`config.mk`:
```
export PLATFORM = sky130hd
export DESIGN_NAME = credit_checked_packet_fifo
export DESIGN_NICKNAME = d
export VERILOG_FILES = /design/src/ccpf_pkg.sv /design/src/ccpf_credit.sv /design/src/ccpf_queue.sv /design/src/credit_checked_packet_fifo.sv
export SDC_FILE = /design/constraint.sdc
export NUM_CORES = 2
export LEC_CHECK = 0
export ABC_AREA = 1
export BUFFER_PORTS_ARGS = -buffer_cell sky130_fd_sc_hd__clkbuf_2
export CORE_MARGIN = 2
export CORE_UTILIZATION = 55
export DETAILED_ROUTE_END_ITERATION = 10
export GPL_ROUTABILITY_DRIVEN = 0
export PLACE_DENSITY = 0.75
export SYNTH_ARGS = -nofsm -noshare
export SYNTH_HDL_FRONTEND = slang
export SYNTH_SLANG_ARGS = --single-unit
```
`constraint.sdc`:
```
create_clock -name clk -period 7.1 [get_ports clk]
set_input_delay 0.355 -clock clk [delete_from_list [all_inputs] [get_ports clk]]
set_output_delay 0.355 -clock clk [all_outputs]
set_load 0.02 [all_outputs]
```
`src/ccpf_pkg.sv`:
```
`timescale 1ns / 1ps
// Shared types, constants and helpers for the credit checked packet FIFO.
// No dependencies; used by ccpf_credit, ccpf_queue and the top level.
package ccpf_pkg;

  // Field widths fixed by the interface
  localparam int unsigned CAP_W     = 16;
  localparam int unsigned HANDLE_PW = 16;
  localparam int unsigned LEN_W     = 22;
  localparam int unsigned BITS_W    = 13;
  localparam int unsigned OCC_W     = 26;
  localparam int unsigned COUNT_PW  = 5;

  // Defaults for the top-level parameters
  localparam int unsigned QUEUE_DEPTH_DEF  = 16;
  localparam int unsigned HANDLE_WIDTH_DEF = 16;

  // Milli-bit scale
  localparam logic [9:0] SCALE = 10'd1000;

  // floor(x / 1000) for x < 2^22: x * ceil(2^32 / 1000) >> 32
  localparam logic [22:0] DIV1000_RECIP = 23'd4294968;

  typedef enum logic [1:0] {
    OP_RESERVE = 2'd0,
    OP_PUSH    = 2'd1,
    OP_POP     = 2'd2
  } op_t;

  typedef enum logic [1:0] {
    ERR_NONE          = 2'd0,
    ERR_OVER_CAPACITY = 2'd1,
    ERR_STORE_FULL    = 2'd2
  } err_t;

  typedef struct packed {
    op_t                    operation;
    logic [HANDLE_PW-1:0]   packet_handle;
    logic [LEN_W-1:0]       length_scaled;
  } in_item_t;

  typedef struct packed {
    logic                   granted;
    err_t                   error_code;
    logic                   head_valid;
    logic [HANDLE_PW-1:0]   head_handle;
    logic [BITS_W-1:0]      head_length_bits;
    logic [OCC_W-1:0]       occupancy_scaled;
    logic [COUNT_PW-1:0]    entry_count;
  } out_item_t;

  // Requests into the queue
  typedef struct packed {
    logic push;
    logic pop;
  } q_ctrl_t;

  // Queue status: flags for this transfer and the head view after it
  typedef struct packed {
    logic                   full;
    logic                   pop_taken;
    logic [LEN_W-1:0]       freed_len;
    logic                   head_valid;
    logic [HANDLE_PW-1:0]   head_handle;
    logic [BITS_W-1:0]      head_bits;
    logic [COUNT_PW-1:0]    entry_count;
  } q_stat_t;

  // Requests into the credit counter
  typedef struct packed {
    logic                   reserve;
    logic                   release_len;
  } cr_ctrl_t;

  typedef struct packed {
    logic                   granted;
    logic                   over_cap;
    logic [OCC_W-1:0]       occupancy;
  } cr_stat_t;

  function automatic logic [BITS_W-1:0] div1000(input logic [LEN_W-1:0] len);
    logic [LEN_W+23-1:0] prod;
    prod = (LEN_W + 23)'(len) * (LEN_W + 23)'(DIV1000_RECIP);
    return prod[LEN_W+23-1:32];
  endfunction

endpackage

```
`src/ccpf_credit.sv`:
```
`timescale 1ns / 1ps
// Occupancy credit counter with the scaled capacity register.
// Depends on ccpf_pkg.
module ccpf_credit (
  input  logic                          clk,
  input  logic                          rst_n,
  input  logic                          cfg_wr_en,
  input  logic [ccpf_pkg::CAP_W-1:0]    cfg_wr_data,
  input  ccpf_pkg::cr_ctrl_t            ctrl,
  input  logic [ccpf_pkg::LEN_W-1:0]    req_len,
  input  logic [ccpf_pkg::LEN_W-1:0]    freed_len,
  output ccpf_pkg::cr_stat_t            stat
);

  localparam int unsigned OW = ccpf_pkg::OCC_W;

  logic [OW-1:0] cap_r, cap_nxt;
  logic [OW-1:0] occ_r, occ_nxt;
  logic [OW:0]   sum;
  logic [OW-1:0] freed;
  logic          over_cap;
  logic          fits;

  assign cap_nxt  = cfg_wr_en ? OW'(cfg_wr_data) * OW'(ccpf_pkg::SCALE) : cap_r;
  assign sum      = (OW + 1)'(occ_r) + (OW + 1)'(req_len);
  assign freed    = OW'(freed_len);
  assign over_cap = OW'(req_len) > cap_r;
  assign fits     = sum <= (OW + 1)'(cap_r);

  always_comb begin
    occ_nxt = occ_r;
    if (ctrl.reserve && !over_cap && fits) begin
      occ_nxt = sum[OW-1:0];
    end else if (ctrl.release_len) begin
      // saturate at zero
      occ_nxt = (freed >= occ_r) ? '0 : occ_r - freed;
    end
  end

  always_ff @(posedge clk) begin
    if (!rst_n) begin
      cap_r <= '0;
      occ_r <= '0;
    end else begin
      cap_r <= cap_nxt;
      occ_r <= occ_nxt;
    end
  end

  assign stat.granted   = ctrl.reserve && !over_cap && fits;
  assign stat.over_cap  = ctrl.reserve && over_cap;
  assign stat.occupancy = occ_nxt;

endmodule

```
`src/ccpf_queue.sv`:
```
`timescale 1ns / 1ps
// Packet handle FIFO: entry registers, pointers, count and head register.
// Depends on ccpf_pkg.
module ccpf_queue #(
  parameter int unsigned QUEUE_DEPTH  = ccpf_pkg::QUEUE_DEPTH_DEF,
  parameter int unsigned HANDLE_WIDTH = ccpf_pkg::HANDLE_WIDTH_DEF
) (
  input  logic                              clk,
  input  logic                              rst_n,
  input  ccpf_pkg::q_ctrl_t                 ctrl,
  input  logic [ccpf_pkg::HANDLE_PW-1:0]    push_handle,
  input  logic [ccpf_pkg::LEN_W-1:0]        push_len,
  output ccpf_pkg::q_stat_t                 stat
);

  localparam int unsigned PTR_W = (QUEUE_DEPTH > 1) ? $clog2(QUEUE_DEPTH) : 1;
  localparam int unsigned CNT_W = $clog2(QUEUE_DEPTH + 1);

  typedef struct packed {
    logic [HANDLE_WIDTH-1:0]          handle;
    logic [ccpf_pkg::LEN_W-1:0]       len;
    logic [ccpf_pkg::BITS_W-1:0]      bits;
  } entry_t;

  entry_t             store_r [QUEUE_DEPTH];
  entry_t             head_r, head_nxt;
  entry_t             in_entry;
  logic [PTR_W-1:0]   head_ptr_r, head_ptr_nxt, head_ptr_inc;
  logic [PTR_W-1:0]   tail_ptr_r, tail_ptr_nxt;
  logic [CNT_W-1:0]   count_r, count_nxt;
  logic               full, empty, push_ok, pop_ok;

  assign full    = count_r == CNT_W'(QUEUE_DEPTH);
  assign empty   = count_r == '0;
  assign push_ok = ctrl.push && !full;
  assign pop_ok  = ctrl.pop && !empty;

  assign in_entry.handle = HANDLE_WIDTH'(push_handle);
  assign in_entry.len    = push_len;
  assign in_entry.bits   = ccpf_pkg::div1000(push_len);

  assign head_ptr_inc = (head_ptr_r == PTR_W'(QUEUE_DEPTH - 1)) ? '0 : head_ptr_r + 1'b1;
  assign head_ptr_nxt = pop_ok ? head_ptr_inc : head_ptr_r;
  assign tail_ptr_nxt = !push_ok ? tail_ptr_r :
                        (tail_ptr_r == PTR_W'(QUEUE_DEPTH - 1)) ? '0 : tail_ptr_r + 1'b1;

  always_comb begin
    count_nxt = count_r;
    if (push_ok) begin
      count_nxt = count_r + 1'b1;
    end else if (pop_ok) begin
      count_nxt = count_r - 1'b1;
    end
  end

  // Head after this transfer: next slot on pop, incoming entry on push into empty
  always_comb begin
    head_nxt = head_r;
    if (pop_ok) begin
      head_nxt = store_r[head_ptr_inc];
    end else if (push_ok && empty) begin
      head_nxt = in_entry;
    end
  end

  always_ff @(posedge clk) begin
    if (push_ok) begin
      store_r[tail_ptr_r] <= in_entry;
    end
    head_r <= head_nxt;
  end

  always_ff @(posedge clk) begin
    if (!rst_n) begin
      head_ptr_r <= '0;
      tail_ptr_r <= '0;
      count_r    <= '0;
    end else begin
      head_ptr_r <= head_ptr_nxt;
      tail_ptr_r <= tail_ptr_nxt;
      count_r    <= count_nxt;
    end
  end

  assign stat.full        = full;
  assign stat.pop_taken   = pop_ok;
  assign stat.freed_len   = head_r.len;
  assign stat.head_valid  = count_nxt != '0;
  assign stat.head_handle = (count_nxt != '0) ? ccpf_pkg::HANDLE_PW'(head_nxt.handle) : '0;
  assign stat.head_bits   = (count_nxt != '0) ? head_nxt.bits : '0;
  assign stat.entry_count = ccpf_pkg::COUNT_PW'(count_nxt);

endmodule

```
`src/credit_checked_packet_fifo.sv`:
```
`timescale 1ns / 1ps
// Top level of the credit checked packet FIFO: handshake and result register.
// Depends on ccpf_pkg, ccpf_credit and ccpf_queue.
//
//   channel   ports                          direction  payload
//   input     in_valid/in_ready/in_data       in         ccpf_pkg::in_item_t
//   result    out_valid/out_ready/out_data    out        ccpf_pkg::out_item_t
//   config    cfg_wr_en/cfg_wr_data           in         capacity in bits
//
// An accepted item updates credit and queue state and loads its result at
// the accepting edge; one transfer per cycle while out_ready stays high.
// in_ready is high while the result register is empty or drains this cycle,
// so a stalled out_ready holds back at most one result.
// Synchronous active-low reset clears pointers, count, occupancy, capacity
// and the result valid flag; entry contents are not reset.
module credit_checked_packet_fifo #(
  parameter int unsigned QUEUE_DEPTH  = ccpf_pkg::QUEUE_DEPTH_DEF,
  parameter int unsigned HANDLE_WIDTH = ccpf_pkg::HANDLE_WIDTH_DEF
) (
  input  logic                          clk,
  input  logic                          rst_n,
  // item channel
  input  logic                          in_valid,
  output logic                          in_ready,
  input  ccpf_pkg::in_item_t            in_data,
  // result channel
  output logic                          out_valid,
  input  logic                          out_ready,
  output ccpf_pkg::out_item_t           out_data,
  // capacity register
  input  logic                          cfg_wr_en,
  input  logic [ccpf_pkg::CAP_W-1:0]    cfg_wr_data
);

  logic                 accept;
  ccpf_pkg::q_ctrl_t    q_ctrl;
  ccpf_pkg::q_stat_t    q_stat;
  ccpf_pkg::cr_ctrl_t   cr_ctrl;
  ccpf_pkg::cr_stat_t   cr_stat;
  ccpf_pkg::out_item_t  res_nxt, res_r;
  ccpf_pkg::err_t       err;
  logic                 out_valid_r, out_valid_nxt;

  // Result register empties on a transfer out, so a new item may enter together
  assign in_ready = !out_valid_r || out_ready;
  assign accept   = in_valid && in_ready;

  // Decode operation; code 3 does nothing
  always_comb begin
    q_ctrl  = '0;
    cr_ctrl = '0;
    if (accept) begin
      case (in_data.operation)
        ccpf_pkg::OP_RESERVE: cr_ctrl.reserve = 1'b1;
        ccpf_pkg::OP_PUSH:    q_ctrl.push     = 1'b1;
        ccpf_pkg::OP_POP:     q_ctrl.pop      = 1'b1;
        default: ;
      endcase
    end
    // freed length follows a pop that actually took an entry
    cr_ctrl.release_len = q_stat.pop_taken;
  end

  ccpf_credit u_credit (
    .clk         (clk),
    .rst_n       (rst_n),
    .cfg_wr_en   (cfg_wr_en),
    .cfg_wr_data (cfg_wr_data),
    .ctrl        (cr_ctrl),
    .req_len     (in_data.length_scaled),
    .freed_len   (q_stat.freed_len),
    .stat        (cr_stat)
  );

  ccpf_queue #(
    .QUEUE_DEPTH  (QUEUE_DEPTH),
    .HANDLE_WIDTH (HANDLE_WIDTH)
  ) u_queue (
    .clk         (clk),
    .rst_n       (rst_n),
    .ctrl        (q_ctrl),
    .push_handle (in_data.packet_handle),
    .push_len    (in_data.length_scaled),
    .stat        (q_stat)
  );

  // Oversized reserve and push into a full store are the two error cases
  always_comb begin
    err = ccpf_pkg::ERR_NONE;
    if (cr_stat.over_cap) begin
      err = ccpf_pkg::ERR_OVER_CAPACITY;
    end else if (q_ctrl.push && q_stat.full) begin
      err = ccpf_pkg::ERR_STORE_FULL;
    end
  end

  always_comb begin
    res_nxt.granted          = cr_stat.granted;
    res_nxt.error_code       = err;
    res_nxt.head_valid       = q_stat.head_valid;
    res_nxt.head_handle      = q_stat.head_handle;
    res_nxt.head_length_bits = q_stat.head_bits;
    res_nxt.occupancy_scaled = cr_stat.occupancy;
    res_nxt.entry_count      = q_stat.entry_count;
  end

  always_comb begin
    out_valid_nxt = out_valid_r;
    if (accept) begin
      out_valid_nxt = 1'b1;
    end else if (out_ready) begin
      out_valid_nxt = 1'b0;
    end
  end

  always_ff @(posedge clk) begin
    if (!rst_n) begin
      out_valid_r <= 1'b0;
    end else begin
      out_valid_r <= out_valid_nxt;
    end
  end

  // Payload register: loads only on an accepted item
  always_ff @(posedge clk) begin
    if (accept) begin
      res_r <= res_nxt;
    end
  end

  assign out_valid = out_valid_r;
  assign out_data  = res_r;

endmodule
```
Yosys cells after proc, flatten, opt, wreduce, memory -nomap -nowiden
Memory sizes are Yosys's and may differ from the RTL's.
Index checks and enable logic that the tools add are counted.

operators by class
  $lt $le $gt $ge = 3
  add/sub/neg operators = 6
  mux-type cells = 19
  equality and inequality tests = 5
  reduce and logical (&&, ||, !) cells = 18
  multiply operators = 2

operators by type and width
  cell                                                  number
  two-way mux 51 bit                                    2
  two-way mux 26 bit                                    3
  multiplier 22 x 20 -> 42 bit (second input constant)  1
  adder 26 x 22 -> 27 bit                               1
  less-or-equal comparator 27 x 26 -> 1 bit             1
  greater-or-equal comparator 22 x 26 -> 1 bit          1
  greater-than comparator 22 x 26 -> 1 bit              1
  subtractor 26 x 22 -> 26 bit                          1
  multiplier 16 x 7 -> 23 bit (second input constant)   1
  two-way mux 5 bit                                     2
  adder 4 x 1 -> 4 bit (second input constant)          2
  == test 4 bit (second input constant)                 2
  logical AND 1 bit                                     8
  two-way mux 1 bit                                     8
  two-way mux 4 bit                                     2
  adder 5 x 1 -> 5 bit (second input constant)          1
  == test 5 bit (second input constant)                 1
  zero test 5 bit                                       1
  nonzero test 5 bit                                    1
  subtractor 5 x 1 -> 5 bit (second input constant)     1
  zero test 1 bit                                       4
  two-way mux 2 bit                                     2
  nonzero test 2 bit                                    2
  == test 2 x 1 -> 1 bit (second input constant)        1
  other kinds (3)                                       3

word-level totals
  memories kept = 1
  register bits = 178
  bits in writable memories = 816
  input port bits = 61
  logic and storage cells = 70
  output and inout bits = 66

memories
  name             words  bits a word  rd ports  clocked after memory_dff  wr ports  RTL line          source
  u_queue.store_r  16     51           1         0                         1         ccpf_queue.sv:25  entry_t store_r [QUEUE_DEPTH];

Depth between registers and ports, before layout
  depth in word-level cells = 8
  mapped depth = 26
  mapped depth without buffers = 26

By module
Synthesis repeated with hierarchy kept, for this count alone.

unflattened totals
  cells, all modules = 5,345
  area total of the unflattened synthesis = 53,779.1 um^2

modules (own cells, without submodules)
  module                      area an instance (um^2)  seq. area each (um^2)  cells an instance  instances
  ccpf_queue                  42,378.1                 26,004.9               3,835              1
  ccpf_credit                 9,385.3                  980.9                  1,428              1
  credit_checked_packet_fifo  2,015.7                  1,941.9                82                 1

Worst setup path before layout
OpenSTA, ideal clock, no wires.

  path type = reg-to-reg
  start = register out_valid_r, in the netlist out_valid
  end = memory u_queue.store_r[7][0] (netlist bit), enable pin
  data required time = 6.577 ns
  setup slack = 1.171 ns
  path buffers = 1
  arrival time = 5.406 ns
  setup time = 0.523 ns
  period minus slack after synthesis = 5.929 ns
  stages on the path, launching flop included = 9
  cells stage by stage = dfxtp_1 -> nand2_2 -> nand2_2 -> inv_2 -> nand4_4 -> buf_6 -> inv_2 -> nand2_1 -> nor3_1

between the ends
  cells in the longest elaborated chain, start to end = 7

ends and longest elaborated chain
  item                                     RTL line                           source
  from (decl)                              credit_checked_packet_fifo.sv:42   logic out_valid_r, out_valid_nxt;
  from (signal assigned)                   credit_checked_packet_fifo.sv:120  out_valid_r <= out_valid_nxt;
  zero test 1 bit                          credit_checked_packet_fifo.sv:45   assign in_ready = !out_valid_r || out_ready;
  logical OR 1 bit                         credit_checked_packet_fifo.sv:45
  via in_ready                             credit_checked_packet_fifo.sv:24   output logic in_ready,
  logical AND 1 bit                        credit_checked_packet_fifo.sv:46   assign accept = in_valid && in_ready;
  via accept                               credit_checked_packet_fifo.sv:35   logic accept;
  two-way mux 2 bit                        credit_checked_packet_fifo.sv:52   if (accept) begin
  logical AND 1 bit                        ccpf_queue.sv:35                   assign push_ok = ctrl.push && !full;
  two-way mux 1 bit                        ccpf_queue.sv:67                   if (push_ok) begin
  two-way mux 1 bit (not written as such)  ccpf_queue.sv:68                   store_r[tail_ptr_r] <= in_entry;
  to (decl)                                ccpf_queue.sv:25

The timed path passes the listed nets, and every way through them passes these cells.

==> reports/qor.txt <==
Min-Delay Endpoint - u_queue.store_r[4][16]
most common cell after layout, fill and taps aside - edfxtp_1
Core Area - 0.0937 sq mm
clock skew - 0.0538 ns
Distinct cells, synth - 59
Slew HR - 22.2%
Tmin final - 5.71 ns
setup TNS - 0 ns
initial DRC count - 5263
Reg area - 0.0289 sq mm
syn_nets - 5426
Area growth syn-to-layout - 10.0%
DP HPWL - 87300 um
first-pass GRT wire length - 212000 um
multi-input logic area - 0.0204 sq mm
RSZ-0062 raised after global routing - no
final count of pins violating max slew - 0
clk_lat worst skew - 0.69 ns
placed inst area - 0.0542 sq mm
P per Cell Area - 328 mW/mm^2
Max Freq - 175 MHz
fill count - 7289
Root Buffer - clkbuf_16
Starting Density - 55.7%
TritonCTS clock tree - done
status - finished, final reports clean
Die Height - 312 um
Final Hold Fails - 0
Cells after Synth - 4886
largest net degree at the start of global routing - 174
vias in the first global route - 35600
data arrival time of the critical path - 6.09 ns
HP Class - input port to flip-flop
Setup crit end kind - flip-flop
Avg Cell Area, Syn - 10.7 sq um
Chip Width - 312 um
Pwr Total - 18.8 mW
initial antenna violation count - 3
Post-synth ARST share - 0%
Tightest Pin Transition - 1.16 ns
WP data required - 7.48 ns
Post-CTS Setup Repair Bufs - 0
dpl ws - 0.721 ns
final wirelength - 140000 um
PnR worst setup slack - 1.39 ns
synthesized cell area - 0.0522 sq mm
Routed wire per std cell - 22.2 um
Routed Antenna Nets - 0
RR Endpoint - out_data[23]
Worst-path clk slew - 0.06 ns
drt pass-1 iters - 8
NumNets Final - 5519
Leakage - 22.9 nW
die area - 0.0974 sq mm
fin cells - 6317
r2r startpoint - u_credit.occ_r[2]
startpoint types - input port
htree depth - 3
Yosys reg bits - 994
Crit Path Max Fanout - 18
grt total ovfl - 0
layout cell share with drive strength beyond 1 - 8.77%
I/O Buffers - 126
max-cap viol count - 0
# IOs - 127
Top FF cell, synth - edfxtp_1
Finished Core Util - 61.3%
gr usage total - 28.4%
Setup violations, final - 0
final worst path period share - 80.4%
HP Start - in_data[3]
Num CTS Buffers - 96
vias - 37600
# clock sinks - 994
Reg2Reg Depth - 20
site row count - 112
# DRC - 0
clock buffer depth - 3
Post-synth EDFFs - 902
maximum VDD drop - 0.000274 V
placed insts - 6133
most frequent cells in the layout - edfxtp_1, nand2_1, nor2_1
WS Path Type - input port to flip-flop
worst hold slack - 0.0481 ns
sequential share of the synthesized area - 55.4%
vias per inst - 5.96
post-route cell area - 0.0574 sq mm
Yosys Warn Count - 0
hold depth - 1
FF-to-FF setup slack - 2.74 ns
==> report_power, final <==
group / internal [mW] / switching [mW] / total (mW)
Combinational: 2.16 / 4.34 / 6.50
Sequential: 7.04 / 0.106 / 7.14
Clock: 2.93 / 2.27 / 5.20
==> cell type report <==
cell class                 instances  area share (%)
antenna                            1         0.00436
clock buffer                     117            4.39
clock inverter                    64            1.20
inverter                         572            3.78
multi-input combinational       3120            35.4
sequential                       994            50.4
tap                             1254            2.73
timing repair buffer             195            2.10
==> critical path, cell delays in order <==
cell      delay [ns]
clkbuf_2        0.28
ha_1            0.39
ha_1            0.20
inv_1           0.09
fa_1            0.40
fa_1            0.54
inv_1           0.05
fa_1            0.48
fa_1            0.49
inv_1           0.05
fa_1            0.47
inv_1           0.04
ha_1            0.30
a21oi_1         0.19
o21ai_0         0.15
nand2_1         0.08
nand2_1         0.05
a21oi_1         0.13
nand2_1         0.09
nand2_1         0.06
nand2_1         0.15
nand2_1         0.14
inv_1           0.22
nor2_1          0.67
==> repair_timing <==
item / CTS / global route
resized for setup: 0 / 0
endpoints found under the hold margin: 1 / 0
hold buffers: 2 / 0
==> logic make-up (layout without fill, tap and decap cells) <==
kind of cell / count (synthesis) / after routing / share of synthesized area, %
xor gates and xnor gates: 49 / 49 / 0.837
other: 0 / 1 / 0
AOI/OAI and AO/OA: 1056 / 1056 / 11.9
buffers and inverters: 772 / 948 / 5.92
adders and majority gates: 479 / 479 / 13.7
DFF: 994 / 994 / 55.4
and+or+nand+nor: 1536 / 1536 / 12.2
==> worst max-delay path by stage <==
stage	from	slack, ns	cells after the start	to
6_report	in_data[4]	1.39	24	u_queue.store_r[0][11]
2_1_floorplan	out_valid	1.17	8	u_queue.store_r[7][0]
3_3_place_gp	in_data[8]	0.87	21	u_queue.store_r[14][11]
3_5_place_dp	in_data[1]	0.72	25	u_queue.store_r[5][11]
5_1_grt	in_data[1]	1.01	25	u_queue.store_r[14][11]
4_1_cts	in_data[1]	1.45	25	u_queue.store_r[6][11]
==> routing by layer <==
layer	up-vias	GRT usage, %	wire [um]
met5	-	0	0
met4	0	8.93	3970
met3	253	4.27	13700
met2	1921	45.1	64700
met1	18300	40.6	58000
li1	17200	-	-
==> synth_stat cells, drive strengths merged, types with 14 or more instances <==
master	n	share of area (%)
a21o	15	0.22
a21oi	256	2.5
a22oi	16	0.23
buf	112	1.2
clkbuf	88	0.63
dfxtp	92	3.5
edfxtp	902	52
fa	153	5.9
ha	326	7.8
inv	571	4.1
nand2	639	4.7
nand3	156	1.5
nand4	29	0.38
nor2	639	4.6
nor3	32	0.35
o211ai	18	0.26
o21ai	513	4.9
o21bai	14	0.20
o221a	14	0.30
o221ai	102	1.7
o22ai	40	0.48
o31ai	17	0.25
xor2	36	0.62
==> registers in the layout, indices dropped and copies added, names as in the netlist <==
| signal | flops |
|---|---|
| out_data | 64 |
| u_credit.occ_r | 26 |
| u_credit.cap_r | 23 |
| u_queue.tail_ptr_r | 4 |
| u_queue.head_r | 29 |
| out_valid | 1 |
| u_queue.stat | 22 |
| u_queue.store_r | 816 |
| u_queue.head_ptr_r | 4 |
| u_queue.count_r | 5 |
Power figures use the tool's default switching activity.
